## config.mk

```make
export PLATFORM = sky130hd
export DESIGN_NAME = window_quality_trim_point_unit
export DESIGN_NICKNAME = d
export VERILOG_FILES = /design/src/wqtp_pkg.sv /design/src/window_quality_trim_point_unit.sv /design/src/wqtp_cell.sv /design/src/wqtp_out_stage.sv
export SDC_FILE = /design/constraint.sdc
export NUM_CORES = 2
export LEC_CHECK = 0
export ABC_AREA = 1
export BUFFER_PORTS_ARGS = -buffer_cell sky130_fd_sc_hd__buf_2
export CORE_MARGIN = 8
export CORE_UTILIZATION = 60
export DETAILED_ROUTE_END_ITERATION = 7
export PLACE_DENSITY = 0.85
export SLEW_MARGIN = 20
export SYNTH_ARGS = -nofsm -noshare
export SYNTH_HDL_FRONTEND = slang
export SYNTH_SLANG_ARGS = --single-unit
```

## constraint.sdc

```tcl
create_clock -name clk -period 13.2 [get_ports clk]
set_clock_uncertainty 0.15 [all_clocks]
set_input_delay 0 -clock clk [delete_from_list [all_inputs] [get_ports clk]]
set_output_delay 0 -clock clk [all_outputs]
set_load 0.01 [all_outputs]
```

## src/wqtp_pkg.sv

```systemverilog
`timescale 1ns / 1ps
// ----------------------------------------------------------------------------
// wqtp_pkg
// Shared types, constants and helpers of the window quality trim point unit.
// ----------------------------------------------------------------------------
package wqtp_pkg;

  localparam int MAX_LINE     = 8192;
  localparam int MAX_WINDOW   = 16;
  localparam int SCORE_OFFSET = 33;

  localparam int BYTE_W    = 8;
  localparam int SCORE_W   = 9;
  localparam int SUM_W     = 13;
  localparam int POS_W     = $clog2(MAX_LINE + 1);
  localparam int START_W   = $clog2(MAX_LINE);
  localparam int WIN_W     = 5;
  localparam int WIN_IDX_W = (MAX_WINDOW > 1) ? $clog2(MAX_WINDOW) : 1;
  localparam int QUAL_W    = 7;
  localparam int LEN_W     = 14;
  localparam int THR_W     = QUAL_W + WIN_W;
  localparam int OUTC_W    = 2;
  localparam int CFG_IDX_W = 2;
  localparam int CFG_DATA_W = 14;
  localparam int OUT_DATA_W = 32;

  typedef enum logic [CFG_IDX_W-1:0] {
    REG_MIN_QUALITY = 2'd0,
    REG_MIN_LENGTH  = 2'd1,
    REG_WINDOW_SIZE = 2'd2
  } cfg_reg_t;

  typedef enum logic [OUTC_W-1:0] {
    OUTC_KEEP    = 2'd0,
    OUTC_TRIM    = 2'd1,
    OUTC_DISCARD = 2'd2
  } outcome_t;

  typedef struct packed {
    logic advance;
    logic clear;
  } cell_ctl_t;

  typedef struct packed {
    logic               load;
    logic               failure_seen;
    logic [START_W-1:0] failure_start;
    logic [POS_W-1:0]   position;
    logic [LEN_W-1:0]   min_length;
  } read_summary_t;

  function automatic logic [WIN_W-1:0] eff_window(input logic [WIN_W-1:0] w);
    logic [WIN_W-1:0] r;
    r = w;
    if (w == '0) r = WIN_W'(1);
    else if (w > WIN_W'(MAX_WINDOW)) r = WIN_W'(MAX_WINDOW);
    return r;
  endfunction

  function automatic logic [QUAL_W-1:0] eff_quality(input logic [QUAL_W-1:0] q);
    return (q == '0) ? QUAL_W'(1) : q;
  endfunction

endpackage

```

## src/window_quality_trim_point_unit.sv

```systemverilog
`timescale 1ns / 1ps
// ----------------------------------------------------------------------------
// window_quality_trim_point_unit
// Finds the first sliding window of a read whose mean quality falls below
// the threshold and gives one keep, trim or discard verdict per read.
//
//   channel  direction  payload
//   in_      slave      tdata[7:0] quality_byte, tlast last
//   out_     master     tdata[1:0] outcome, [15:2] keep_length,
//                       [29:16] read_length, [31:30] zero
//   cfg_     slave      cfg_index register, cfg_data value
//
// One quality byte is taken in every cycle; the row of score cells updates
// all window sums in that cycle. A verdict appears in the cycle after the last
// byte. The result register lets the next read stream in while a verdict
// waits; input stalls only when a new verdict meets one not yet taken.
// Synchronous reset sets config defaults, clears scan state, cells and valid.
// ----------------------------------------------------------------------------
module window_quality_trim_point_unit (
  input  logic                                clk,
  input  logic                                rst_n,
  input  logic                                in_tvalid,
  output logic                                in_tready,
  input  logic [wqtp_pkg::BYTE_W-1:0]         in_tdata,   // [7:0] quality_byte
  input  logic                                in_tlast,
  output logic                                out_tvalid,
  input  logic                                out_tready,
  output logic [wqtp_pkg::OUT_DATA_W-1:0]     out_tdata,  // outcome, keep_length,
                                                          // read_length
  input  logic                                cfg_valid,
  output logic                                cfg_ready,
  input  logic [wqtp_pkg::CFG_IDX_W-1:0]      cfg_index,
  input  logic [wqtp_pkg::CFG_DATA_W-1:0]     cfg_data
);

  localparam int NC = wqtp_pkg::MAX_WINDOW;

  logic [wqtp_pkg::QUAL_W-1:0]  min_q_r, min_q_nxt;
  logic [wqtp_pkg::LEN_W-1:0]   min_len_r, min_len_nxt;
  logic [wqtp_pkg::WIN_W-1:0]   win_r, win_nxt;
  logic [wqtp_pkg::THR_W-1:0]   thr_r, thr_nxt;
  logic [wqtp_pkg::WIN_W-1:0]   eff_w, eff_w_nxt;
  logic [wqtp_pkg::WIN_IDX_W-1:0] sel;

  logic [wqtp_pkg::POS_W-1:0]   pos_r, pos_step, pos_nxt;
  logic                         fail_r, fail_hit, fail_nxt;
  logic [wqtp_pkg::START_W-1:0] start_r, start_nxt;

  logic                         accept, advance, last_acc, load_ready;
  logic signed [wqtp_pkg::SCORE_W-1:0] new_score;
  logic signed [wqtp_pkg::SCORE_W-1:0] score_chain [NC];
  logic signed [wqtp_pkg::SUM_W-1:0]   sum_cell [NC];
  logic signed [wqtp_pkg::SUM_W-1:0]   sum_sel;
  logic [wqtp_pkg::POS_W-1:0]   w_ext;
  wqtp_pkg::cell_ctl_t          ctl;
  wqtp_pkg::read_summary_t      summary;

  // configuration
  assign cfg_ready = 1'b1;

  always_comb begin
    min_q_nxt   = min_q_r;
    min_len_nxt = min_len_r;
    win_nxt     = win_r;
    if (cfg_valid) begin
      case (cfg_index)
        wqtp_pkg::REG_MIN_QUALITY: min_q_nxt   = cfg_data[wqtp_pkg::QUAL_W-1:0];
        wqtp_pkg::REG_MIN_LENGTH:  min_len_nxt = cfg_data[wqtp_pkg::LEN_W-1:0];
        wqtp_pkg::REG_WINDOW_SIZE: win_nxt     = cfg_data[wqtp_pkg::WIN_W-1:0];
        default: ;
      endcase
    end
    eff_w_nxt = wqtp_pkg::eff_window(win_nxt);
    thr_nxt   = wqtp_pkg::THR_W'(wqtp_pkg::eff_quality(min_q_nxt))
              * wqtp_pkg::THR_W'(eff_w_nxt);
  end

  always_ff @(posedge clk) begin
    if (!rst_n) begin
      min_q_r   <= wqtp_pkg::QUAL_W'(10);
      min_len_r <= wqtp_pkg::LEN_W'(25);
      win_r     <= wqtp_pkg::WIN_W'(4);
      thr_r     <= wqtp_pkg::THR_W'(40);
    end else begin
      min_q_r   <= min_q_nxt;
      min_len_r <= min_len_nxt;
      win_r     <= win_nxt;
      thr_r     <= thr_nxt;
    end
  end

  assign eff_w = wqtp_pkg::eff_window(win_r);
  assign sel   = wqtp_pkg::WIN_IDX_W'(eff_w - wqtp_pkg::WIN_W'(1));
  assign w_ext = wqtp_pkg::POS_W'(eff_w);

  // input side: only a last byte waits for the result register
  assign in_tready = !in_tlast || load_ready;
  assign accept    = in_tvalid && in_tready;
  assign last_acc  = accept && in_tlast;
  assign advance   = accept && (pos_r < wqtp_pkg::POS_W'(wqtp_pkg::MAX_LINE));
  assign new_score = $signed({1'b0, in_tdata})
                   - wqtp_pkg::SCORE_W'(wqtp_pkg::SCORE_OFFSET);

  assign ctl.advance = advance;
  assign ctl.clear   = last_acc;

  genvar g;
  generate
    for (g = 0; g < NC; g++) begin : g_cell
      logic signed [wqtp_pkg::SCORE_W-1:0] score_from;
      if (g == 0) begin : g_head
        assign score_from = new_score;
      end else begin : g_body
        assign score_from = score_chain[g-1];
      end
      wqtp_cell u_cell (
        .clk       (clk),
        .rst_n     (rst_n),
        .ctl       (ctl),
        .new_score (new_score),
        .score_in  (score_from),
        .score_out (score_chain[g]),
        .sum_nxt   (sum_cell[g])
      );
    end
  endgenerate

  assign sum_sel  = sum_cell[sel];
  assign pos_step = pos_r + wqtp_pkg::POS_W'(1);

  always_comb begin
    fail_hit = advance && !fail_r && (pos_step >= w_ext)
            && (pos_step < wqtp_pkg::POS_W'(wqtp_pkg::MAX_LINE))
            && ($signed({sum_sel[wqtp_pkg::SUM_W-1], sum_sel}) < $signed({2'b00, thr_r}));
    fail_nxt  = fail_r || fail_hit;
    start_nxt = fail_hit ? wqtp_pkg::START_W'(pos_step - w_ext) : start_r;
    pos_nxt   = advance ? pos_step : pos_r;
  end

  always_ff @(posedge clk) begin
    if (!rst_n || last_acc) begin
      pos_r   <= '0;
      fail_r  <= 1'b0;
      start_r <= '0;
    end else begin
      pos_r   <= pos_nxt;
      fail_r  <= fail_nxt;
      start_r <= start_nxt;
    end
  end

  assign summary.load          = last_acc;
  assign summary.failure_seen  = fail_nxt;
  assign summary.failure_start = start_nxt;
  assign summary.position      = pos_nxt;
  assign summary.min_length    = min_len_r;

  wqtp_out_stage u_out (
    .clk        (clk),
    .rst_n      (rst_n),
    .summary    (summary),
    .load_ready (load_ready),
    .out_tvalid (out_tvalid),
    .out_tready (out_tready),
    .out_tdata  (out_tdata)
  );

endmodule

```

## src/wqtp_cell.sv

```systemverilog
`timescale 1ns / 1ps
// ----------------------------------------------------------------------------
// wqtp_cell
// One score slot with the running sum of the newest scores up to this slot.
// ----------------------------------------------------------------------------
module wqtp_cell (
  input  logic                                clk,
  input  logic                                rst_n,
  input  wqtp_pkg::cell_ctl_t                 ctl,
  input  logic signed [wqtp_pkg::SCORE_W-1:0] new_score,
  input  logic signed [wqtp_pkg::SCORE_W-1:0] score_in,
  output logic signed [wqtp_pkg::SCORE_W-1:0] score_out,
  output logic signed [wqtp_pkg::SUM_W-1:0]   sum_nxt
);

  logic signed [wqtp_pkg::SCORE_W-1:0] score_r;
  logic signed [wqtp_pkg::SUM_W-1:0]   sum_r;

  assign sum_nxt = sum_r
                 + wqtp_pkg::SUM_W'(new_score)
                 - wqtp_pkg::SUM_W'(score_r);
  assign score_out = score_r;

  always_ff @(posedge clk) begin
    if (!rst_n || ctl.clear) begin
      score_r <= '0;
      sum_r   <= '0;
    end else if (ctl.advance) begin
      score_r <= score_in;
      sum_r   <= sum_nxt;
    end
  end

endmodule

```

## src/wqtp_out_stage.sv

```systemverilog
`timescale 1ns / 1ps
// ----------------------------------------------------------------------------
// wqtp_out_stage
// Verdict decision and output register of the result channel.
// ----------------------------------------------------------------------------
module wqtp_out_stage (
  input  logic                                 clk,
  input  logic                                 rst_n,
  input  wqtp_pkg::read_summary_t              summary,
  output logic                                 load_ready,
  output logic                                 out_tvalid,
  input  logic                                 out_tready,
  output logic [wqtp_pkg::OUT_DATA_W-1:0]      out_tdata
);

  logic                          valid_r;
  logic [wqtp_pkg::OUTC_W-1:0]   outcome_r;
  logic [wqtp_pkg::LEN_W-1:0]    keep_r;
  logic [wqtp_pkg::LEN_W-1:0]    length_r;
  logic [wqtp_pkg::OUTC_W-1:0]   outcome_nxt;
  logic [wqtp_pkg::LEN_W-1:0]    keep_nxt;
  logic [wqtp_pkg::LEN_W-1:0]    start_ext;

  assign load_ready = !valid_r || out_tready;
  assign start_ext  = wqtp_pkg::LEN_W'(summary.failure_start);

  always_comb begin
    if (!summary.failure_seen) begin
      outcome_nxt = wqtp_pkg::OUTC_KEEP;
      keep_nxt    = wqtp_pkg::LEN_W'(summary.position);
    end else if (start_ext < summary.min_length) begin
      outcome_nxt = wqtp_pkg::OUTC_DISCARD;
      keep_nxt    = '0;
    end else begin
      outcome_nxt = wqtp_pkg::OUTC_TRIM;
      keep_nxt    = start_ext;
    end
  end

  always_ff @(posedge clk) begin
    if (!rst_n) begin
      valid_r <= 1'b0;
    end else if (summary.load) begin
      valid_r <= 1'b1;
    end else if (out_tready) begin
      valid_r <= 1'b0;
    end
  end

  always_ff @(posedge clk) begin
    if (summary.load) begin
      outcome_r <= outcome_nxt;
      keep_r    <= keep_nxt;
      length_r  <= wqtp_pkg::LEN_W'(summary.position);
    end
  end

  assign out_tvalid = valid_r;
  assign out_tdata  = {
    {(wqtp_pkg::OUT_DATA_W - wqtp_pkg::OUTC_W - 2 * wqtp_pkg::LEN_W){1'b0}},
    length_r, keep_r, outcome_r
  };

endmodule

```

* Word level (Yosys, flattened, before mapping)
Index checks and enable logic that the tools add are counted.
** Word-level totals
- Flip-flop bits (word level) :: 449
- Logic and storage cells :: 131
** Operators by class
- Add/subtract/negate cells :: 36
- Multiply operators :: 1
- Magnitude comparators :: 8
- Eq/ne operators :: 2
- Multiplexer cells :: 19
- Bitwise operators :: 1
- Reduce and logical (&&, ||, !) cells :: 21
** Operator list (number)
- 13-bit by 9-bit adder with 13-bit output :: 16
- 13-bit by 9-bit subtractor with 13-bit output :: 16
- 13-bit binary-select mux with 4-bit select :: 1
- 13-bit 2-to-1 mux :: 4
- 5-bit 2-to-1 mux :: 6
- 14-bit less-than comparator (second input constant) :: 2
- 14-bit 2-to-1 mux :: 2
- 7-bit 2-to-1 mux :: 3
- 14-bit by 1-bit adder with 14-bit output (second input constant) :: 1
- 14-bit by 5-bit greater-or-equal comparator with 1-bit output :: 1
- 13-bit by 14-bit less-than comparator with 1-bit output :: 1
- 13-bit less-than comparator :: 1
- 13-bit by 5-bit subtractor with 13-bit output :: 1
- 7-bit by 5-bit multiplier with 12-bit output :: 1
- 5-bit greater-than comparator (second input constant) :: 2
- 5-bit zero test :: 2
- 8-bit by 6-bit subtractor with 9-bit output (second input constant) :: 1
- 1-bit logical AND :: 7
- 7-bit zero test :: 1
- 5-bit greater-or-equal comparator (second input constant) :: 1
- 4-bit NOT with 5-bit output :: 1
- 1-bit zero test :: 4
- 1-bit logical OR :: 4
- 4-bit by 1-bit subtractor with 4-bit output (second input constant) :: 1
- other kinds (7) :: 8

* Depth between registers and ports, before layout
- Depth in word-level cells :: 14
- Mapped depth :: 43
- Mapped depth without buffers :: 40

* By module
Synthesis repeated with hierarchy kept, for this count alone.
** Second synthesis, totals
- Cell total of the unflattened synthesis :: 6257
- Area, all modules :: 40060.9 µm²
** By module, submodules not included
- wqtp_cell at g_cell[14].u_cell ... :: instances 10, cells each 313, area each 1988.2 µm²
- window_quality_trim_point_unit :: instances 1, cells each 1098, area each 6703.9 µm²
- wqtp_cell at g_cell[11].u_cell ... :: instances 2, cells each 314, area each 1990.7 µm²
- wqtp_cell at g_cell[0].u_cell :: instances 1, cells each 312, area each 1996.9 µm²
- wqtp_cell at g_cell[13].u_cell :: instances 1, cells each 313, area each 1991.9 µm²
- wqtp_cell at g_cell[8].u_cell :: instances 1, cells each 312, area each 1986.9 µm²
- wqtp_cell at g_cell[10].u_cell :: instances 1, cells each 312, area each 1971.9 µm²
- wqtp_out_stage :: instances 1, cells each 152, area each 1546.5 µm²

* Least setup slack after synthesis
Ideal clock, no wire load.
- Path type :: input to register
- From :: input port in_tdata[0] in the netlist's numbering
- To :: register u_out.keep_r[10] in the netlist's numbering (data pin)
- Library setup time :: 0.253 ns
- Arrival :: 9.584 ns
- Data required time :: 12.797 ns
- Slack :: 3.213 ns
- Stages :: 34
- Path buffers :: 2
- Cells stage by stage :: inv_1 > ha_1 > nand2_1 > o21ai_0 > nand3_1 > fa_1 > inv_1 > ha_1 > nand2_1 > o21ai_0 > a21oi_1 > nor2_1 > nor2_1 > xor2_1 > o21ai_0 > a21oi_1 > o311ai_0 > nand2_1 > inv_1 > ha_1 > nand2_1 > nand2_1 > nand3_2 > nand2_4 > clkbuf_1 > o21ai_0 > ha_1 > a21oi_1 > o21ai_0 > a221oi_1 > nand2_4 > buf_6 > nand3_1 > nand2_1
** Between the ends
- Longest elaborated chain between the ends :: 12
** RTL lines
- from (decl) :: RTL line window_quality_trim_point_unit.sv:24 : input logic [wqtp_pkg::BYTE_W-1:0] in_tdata,
- 8-bit by 6-bit subtractor with 9-bit output (*) :: RTL line window_quality_trim_point_unit.sv:102 : - wqtp_pkg::SCORE_W'(wqtp_pkg::SCORE_OFFSET);
- 13-bit by 9-bit adder with 13-bit output :: RTL line wqtp_cell.sv:20 : + wqtp_pkg::SUM_W'(new_score)
- 13-bit by 9-bit subtractor with 13-bit output :: RTL line wqtp_cell.sv:21 : - wqtp_pkg::SUM_W'(score_r);
- 13-bit binary-select mux with 4-bit select (*) :: RTL line window_quality_trim_point_unit.sv:128 : assign sum_sel = sum_cell[sel];
- 13-bit 2-to-1 mux (not written as such) (*) (2 in a row) :: RTL line window_quality_trim_point_unit.sv:128
- 13-bit less-than comparator (*) :: RTL line window_quality_trim_point_unit.sv:134 : && ($signed({sum_sel[wqtp_pkg::SUM_W-1], sum_sel}) < $signed({2'b00, thr_r}));
- 1-bit logical AND (*) :: RTL line window_quality_trim_point_unit.sv:134
- 13-bit 2-to-1 mux (*) :: RTL line window_quality_trim_point_unit.sv:136 : start_nxt = fail_hit ? wqtp_pkg::START_W'(pos_step - w_ext) : start_r;
- via start_nxt (one bit) :: RTL line window_quality_trim_point_unit.sv:47 : logic [wqtp_pkg::START_W-1:0] start_r, start_nxt;
- 13-bit by 14-bit less-than comparator with 1-bit output (*) :: RTL line wqtp_out_stage.sv:31 : end else if (start_ext < summary.min_length) begin
- 13-bit 2-to-1 mux (*) :: RTL line wqtp_out_stage.sv:31
- 14-bit 2-to-1 mux (*) :: RTL line wqtp_out_stage.sv:28 : if (!summary.failure_seen) begin
- via u_out.keep_nxt (one bit) :: RTL line wqtp_out_stage.sv:21 : logic [wqtp_pkg::LEN_W-1:0] keep_nxt;
- to (signal assigned) :: RTL line wqtp_out_stage.sv:53 : keep_r <= keep_nxt;
- to (decl) :: RTL line wqtp_out_stage.sv:18 : logic [wqtp_pkg::LEN_W-1:0] keep_r;
Mark *: on every way through the listed nets, which the timed path passes. The rest lies on a longest branch. The select of a mux whose other input is x is not followed.
A chain may end at the register's enable or synchronous reset.

* Worst setup path in the final report
- From :: input port in_tdata[0] in the netlist's numbering
- To :: register u_out.keep_r[12] in the netlist's numbering (data pin)
** Between the ends
- Longest elaborated chain between the ends :: 12
** RTL lines
- 8-bit by 6-bit subtractor with 9-bit output (*) :: RTL line window_quality_trim_point_unit.sv:102
- via g_cell[0].score_from (one bit) :: RTL line window_quality_trim_point_unit.sv:110 : logic signed [wqtp_pkg::SCORE_W-1:0] score_from;
- 13-bit by 9-bit adder with 13-bit output :: RTL line wqtp_cell.sv:20
- 13-bit by 9-bit subtractor with 13-bit output :: RTL line wqtp_cell.sv:21
- 13-bit binary-select mux with 4-bit select (*) :: RTL line window_quality_trim_point_unit.sv:128
- 13-bit 2-to-1 mux (not written as such) (*) (2 in a row) :: RTL line window_quality_trim_point_unit.sv:128
- 13-bit less-than comparator (*) :: RTL line window_quality_trim_point_unit.sv:134
- 1-bit logical AND (*) :: RTL line window_quality_trim_point_unit.sv:134
- 13-bit 2-to-1 mux (*) :: RTL line window_quality_trim_point_unit.sv:136
- via start_nxt (one bit) :: RTL line window_quality_trim_point_unit.sv:47
- 13-bit by 14-bit less-than comparator with 1-bit output (*) :: RTL line wqtp_out_stage.sv:31
- 13-bit 2-to-1 mux (*) :: RTL line wqtp_out_stage.sv:31
- 14-bit 2-to-1 mux (*) :: RTL line wqtp_out_stage.sv:28
- via u_out.keep_nxt (one bit) :: RTL line wqtp_out_stage.sv:21
Marked as above.

==> impl_metrics.tcl <==
set metrics [dict create \
    vias 28500 \
    cp.required_ns 13.39 \
    htreeDepth 2 \
    slew_violations 0 \
    maxCapViolCount 0 \
    relSlewSlack_pct 16.3 \
    synth-compound-area-share_pct 18.7 \
    drive_gt1_share_pct 5.12 \
    clk_pin_slew_ns 0.06 \
    cp_slowest_cell "o311ai_0" \
    core-area_um2 53700 \
    boundaryPins 65 \
    start_util_pct 60.6 \
    pwr_density_cell_nw_per_um2 186 \
    synth_area_leaders "dfxtp_1 (26%), fa_1 (13%), ha_1 (11%), inv_1 (8.4%), a21oi_1 (8.0%)" \
    synth_seq_cells 449 \
    antennaDiodeCount 0 \
    final-setup-viol-count 0 \
    netlist.area_leader.share_pct 25.8 \
    postLayoutCoreUtil_pct 65.7 \
    fin_crit_ns 8.77 \
    clockBufferDepth 3 \
    start_kind "input pin" \
    final_hold_viol_count 0 \
    tightest_slew_ns 1.26 \
    grt_overflow 0 \
    finalWirelength_mm 86.9 \
    clk_latency_ns 0.60 \
    critPathBufInv 10 \
    outcome "finished, final reports clean" \
    cts_buffers 50 \
    max_freq_mhz 114 \
    cts_tree "yes" \
    synth-xor-area-share_pct 6.02 \
    hold_path.class "input pin to flip-flop" \
    rsz0062_at_grt "false" \
    grt_max_degree 231 \
    synth_fa_ha_area_share_pct 23.4 \
    routabilityCongestion 0.904 \
    drcViolationCount 0 \
    synth_cells 4166 \
    grt_use_met2_pct 44.1 \
    nets 4677 \
    synth_flop_cell "dfxtp_1" \
    die_w_um 249 \
    grt_util_met3_pct 5.72 \
    worstPathArrival_ns 8.96 \
    viasPerCell 5.81 \
    fin_crit_sh_pct 66.5 \
    yosys_warnings 0 \
    synthMuxAreaShare_pct 0.0615 \
    antenna_found_initial 0 \
    yosysSeqAreaShare_pct 28.6 \
    synth-simple-area-share_pct 12.8 \
    met1_usage_pct 34.8 \
    post_cts_buffers 0 \
    dieArea_um2 61900 \
    grt_pass1_wl_mm 141 \
    synth_cell_types 54 \
    critPathTopFamily "compound AO/OA/AOI/OAI gates" \
    first_pass_iters 6 \
    yosys.area.top_type "dfxtp_1" \
    fin_hold_ws_ns 0.0396 \
    place_area_um2 33300 \
    fp.dieH_um 249 \
    dpl_worst_slack_ns 4.35 \
    cpPeakStageDelay_ns 0.84 \
    final_area_um2 35300 \
    drt-initial-drc-count 2534 \
    leakage_nw 16.4 \
    critPathMaxFanout 40 \
    synth_edf_count 30 \
    syn_area_um2 32500 \
    port_buffers 61 \
    busiest_layer "met2" \
    ctsRootBufferMaster "clkbuf_16" \
    ant_nets 0 \
    wl_per_cell_um 17.7 \
    syn_area_per_cell_um2 7.81 \
    setup_slack_ns 4.43 \
    grtUsageTotal_pct 27.3 \
    worstSetupEndpointType "flip-flop" \
    path_class "input pin to flip-flop" \
    grt_pass1_vias 28300 \
    fin_tns_setup_ns 0 \
    synth_top_family_by_area "adder cells" \
    area_growth_pct 8.48 \
    dp_hpwl_mm 58.3 \
    ir_drop_v 0.000108 \
    cts_sinks 449 \
    async_reset_ff_share_pct 0 \
    rows 85 \
]
[stage by stage]
stage	power, mW	std cells
global placement	4.92	4774
floorplan	4.20	4167
global route	7.04	4899
finish	6.57	4899
CTS	6.50	4899
detailed placement	5.01	4774
[sequential cells by signal (all words and copies together), names as in the netlist, 2 cells and up]
name	count
g_cell.u_cell.score_out	144
g_cell.u_cell.sum_r	208
min_len_r	14
min_q_r	7
pos_r	14
start_r	13
thr_r	12
u_out.keep_r	14
u_out.length_r	14
u_out.outcome_r	2
win_r	5
[power breakdown]
part | leakage, nW | switching (mW) | internal, mW
Combinational | 11.9 | 2.23 | 1.25
Sequential | 3.73 | 0.104 | 1.55
Clock | 0.827 | 0.597 | 0.840
Total | 16.4 | 2.93 | 3.64
[synthesized netlist by cell type, types with 34 or more instances]
cell	count
o21bai_1	63
xnor2_1	79
clkbuf_1	153
nand3_1	197
nand2_1	499
xor2_1	141
dfxtp_1	419
o21ai_0	454
inv_1	727
o211ai_1	41
fa_1	208
a21oi_1	519
nor2_1	184
ha_1	275
nor3_1	34
[kinds of logic after synthesis]
| logic type | count (synthesis) |
|---|---|
| compound gates | 1133 |
| simple gates | 971 |
| buf+inv | 904 |
| fa+ha+maj | 483 |
| flops | 449 |
| xor+xnor | 222 |
| other cells | 2 |
| mux | 2 |
[area by class of cell]
type | count | area, um^2
clock buffer | 63 | 1350
clock inverter | 28 | 292
fill | 4262 | 18400
inverter | 731 | 2760
multi-input combinational | 2814 | 19900
sequential | 449 | 9290
tap | 696 | 871
timing repair buffer | 118 | 831
[routing by layer]
layer	share of wire [%]	up-vias
met5	0	-
met4	4.6	0
met3	8.9	286
met2	45	1290
met1	41	13400
li1	-	13500
[layout by cell type, fill, tap and decap left out, types with 6 or more instances in the layout]
cell and instances:
inv_1 725, a21oi_1 519, nand2_1 497, o21ai_0 454, dfxtp_1 419, ha_1 274
fa_1 208, nand3_1 196, nor2_1 183, xor2_1 136, xnor2_1 79, o21bai_1 63
buf_2 61, clkbuf_16 51, o211ai_1 41, nor3_1 34, dlygate4sd3_1 34, edfxtp_1 30
buf_4 22, clkinv_2 20, or2_2 11, a31oi_1 11, nand4_1 10, clkbuf_1 9
a211oi_1 8, o221ai_1 8, xor2_2 7, nand2_2 7, a21o_1 7, bufinv_16 6
[repair_timing]
item | in CTS | in global routing
resized for setup | 0 | 0
hold buffers | 34 | 0
hold endpoints to repair | 52 | 0
[path summary, 6_finish.rpt]
check | depth (start not counted) | start | endpoint | slack (ns)
worst max-delay path | 39 | in_tdata[0] | u_out.keep_r[12] | 4.43
worst min-delay path | 5 | in_tdata[6] | g_cell[0].u_cell.score_out[6] | 0.04
worst max register to register | 37 | win_r[2] | u_out.keep_r[12] | 5.02
worst min register to register | 2 | g_cell[0].u_cell.sum_r[0] | g_cell[0].u_cell.sum_r[0] | 0.31
[worst reg2reg max path: cells and delay by family (launching register included)]
family,cells,cell delay (ns)
compound gates,5,1.52
fa+ha+maj,3,0.93
buf+inv,8,1.88
flops,1,0.38
simple gates,21,3.07
(Power assumes the default switching activity.)
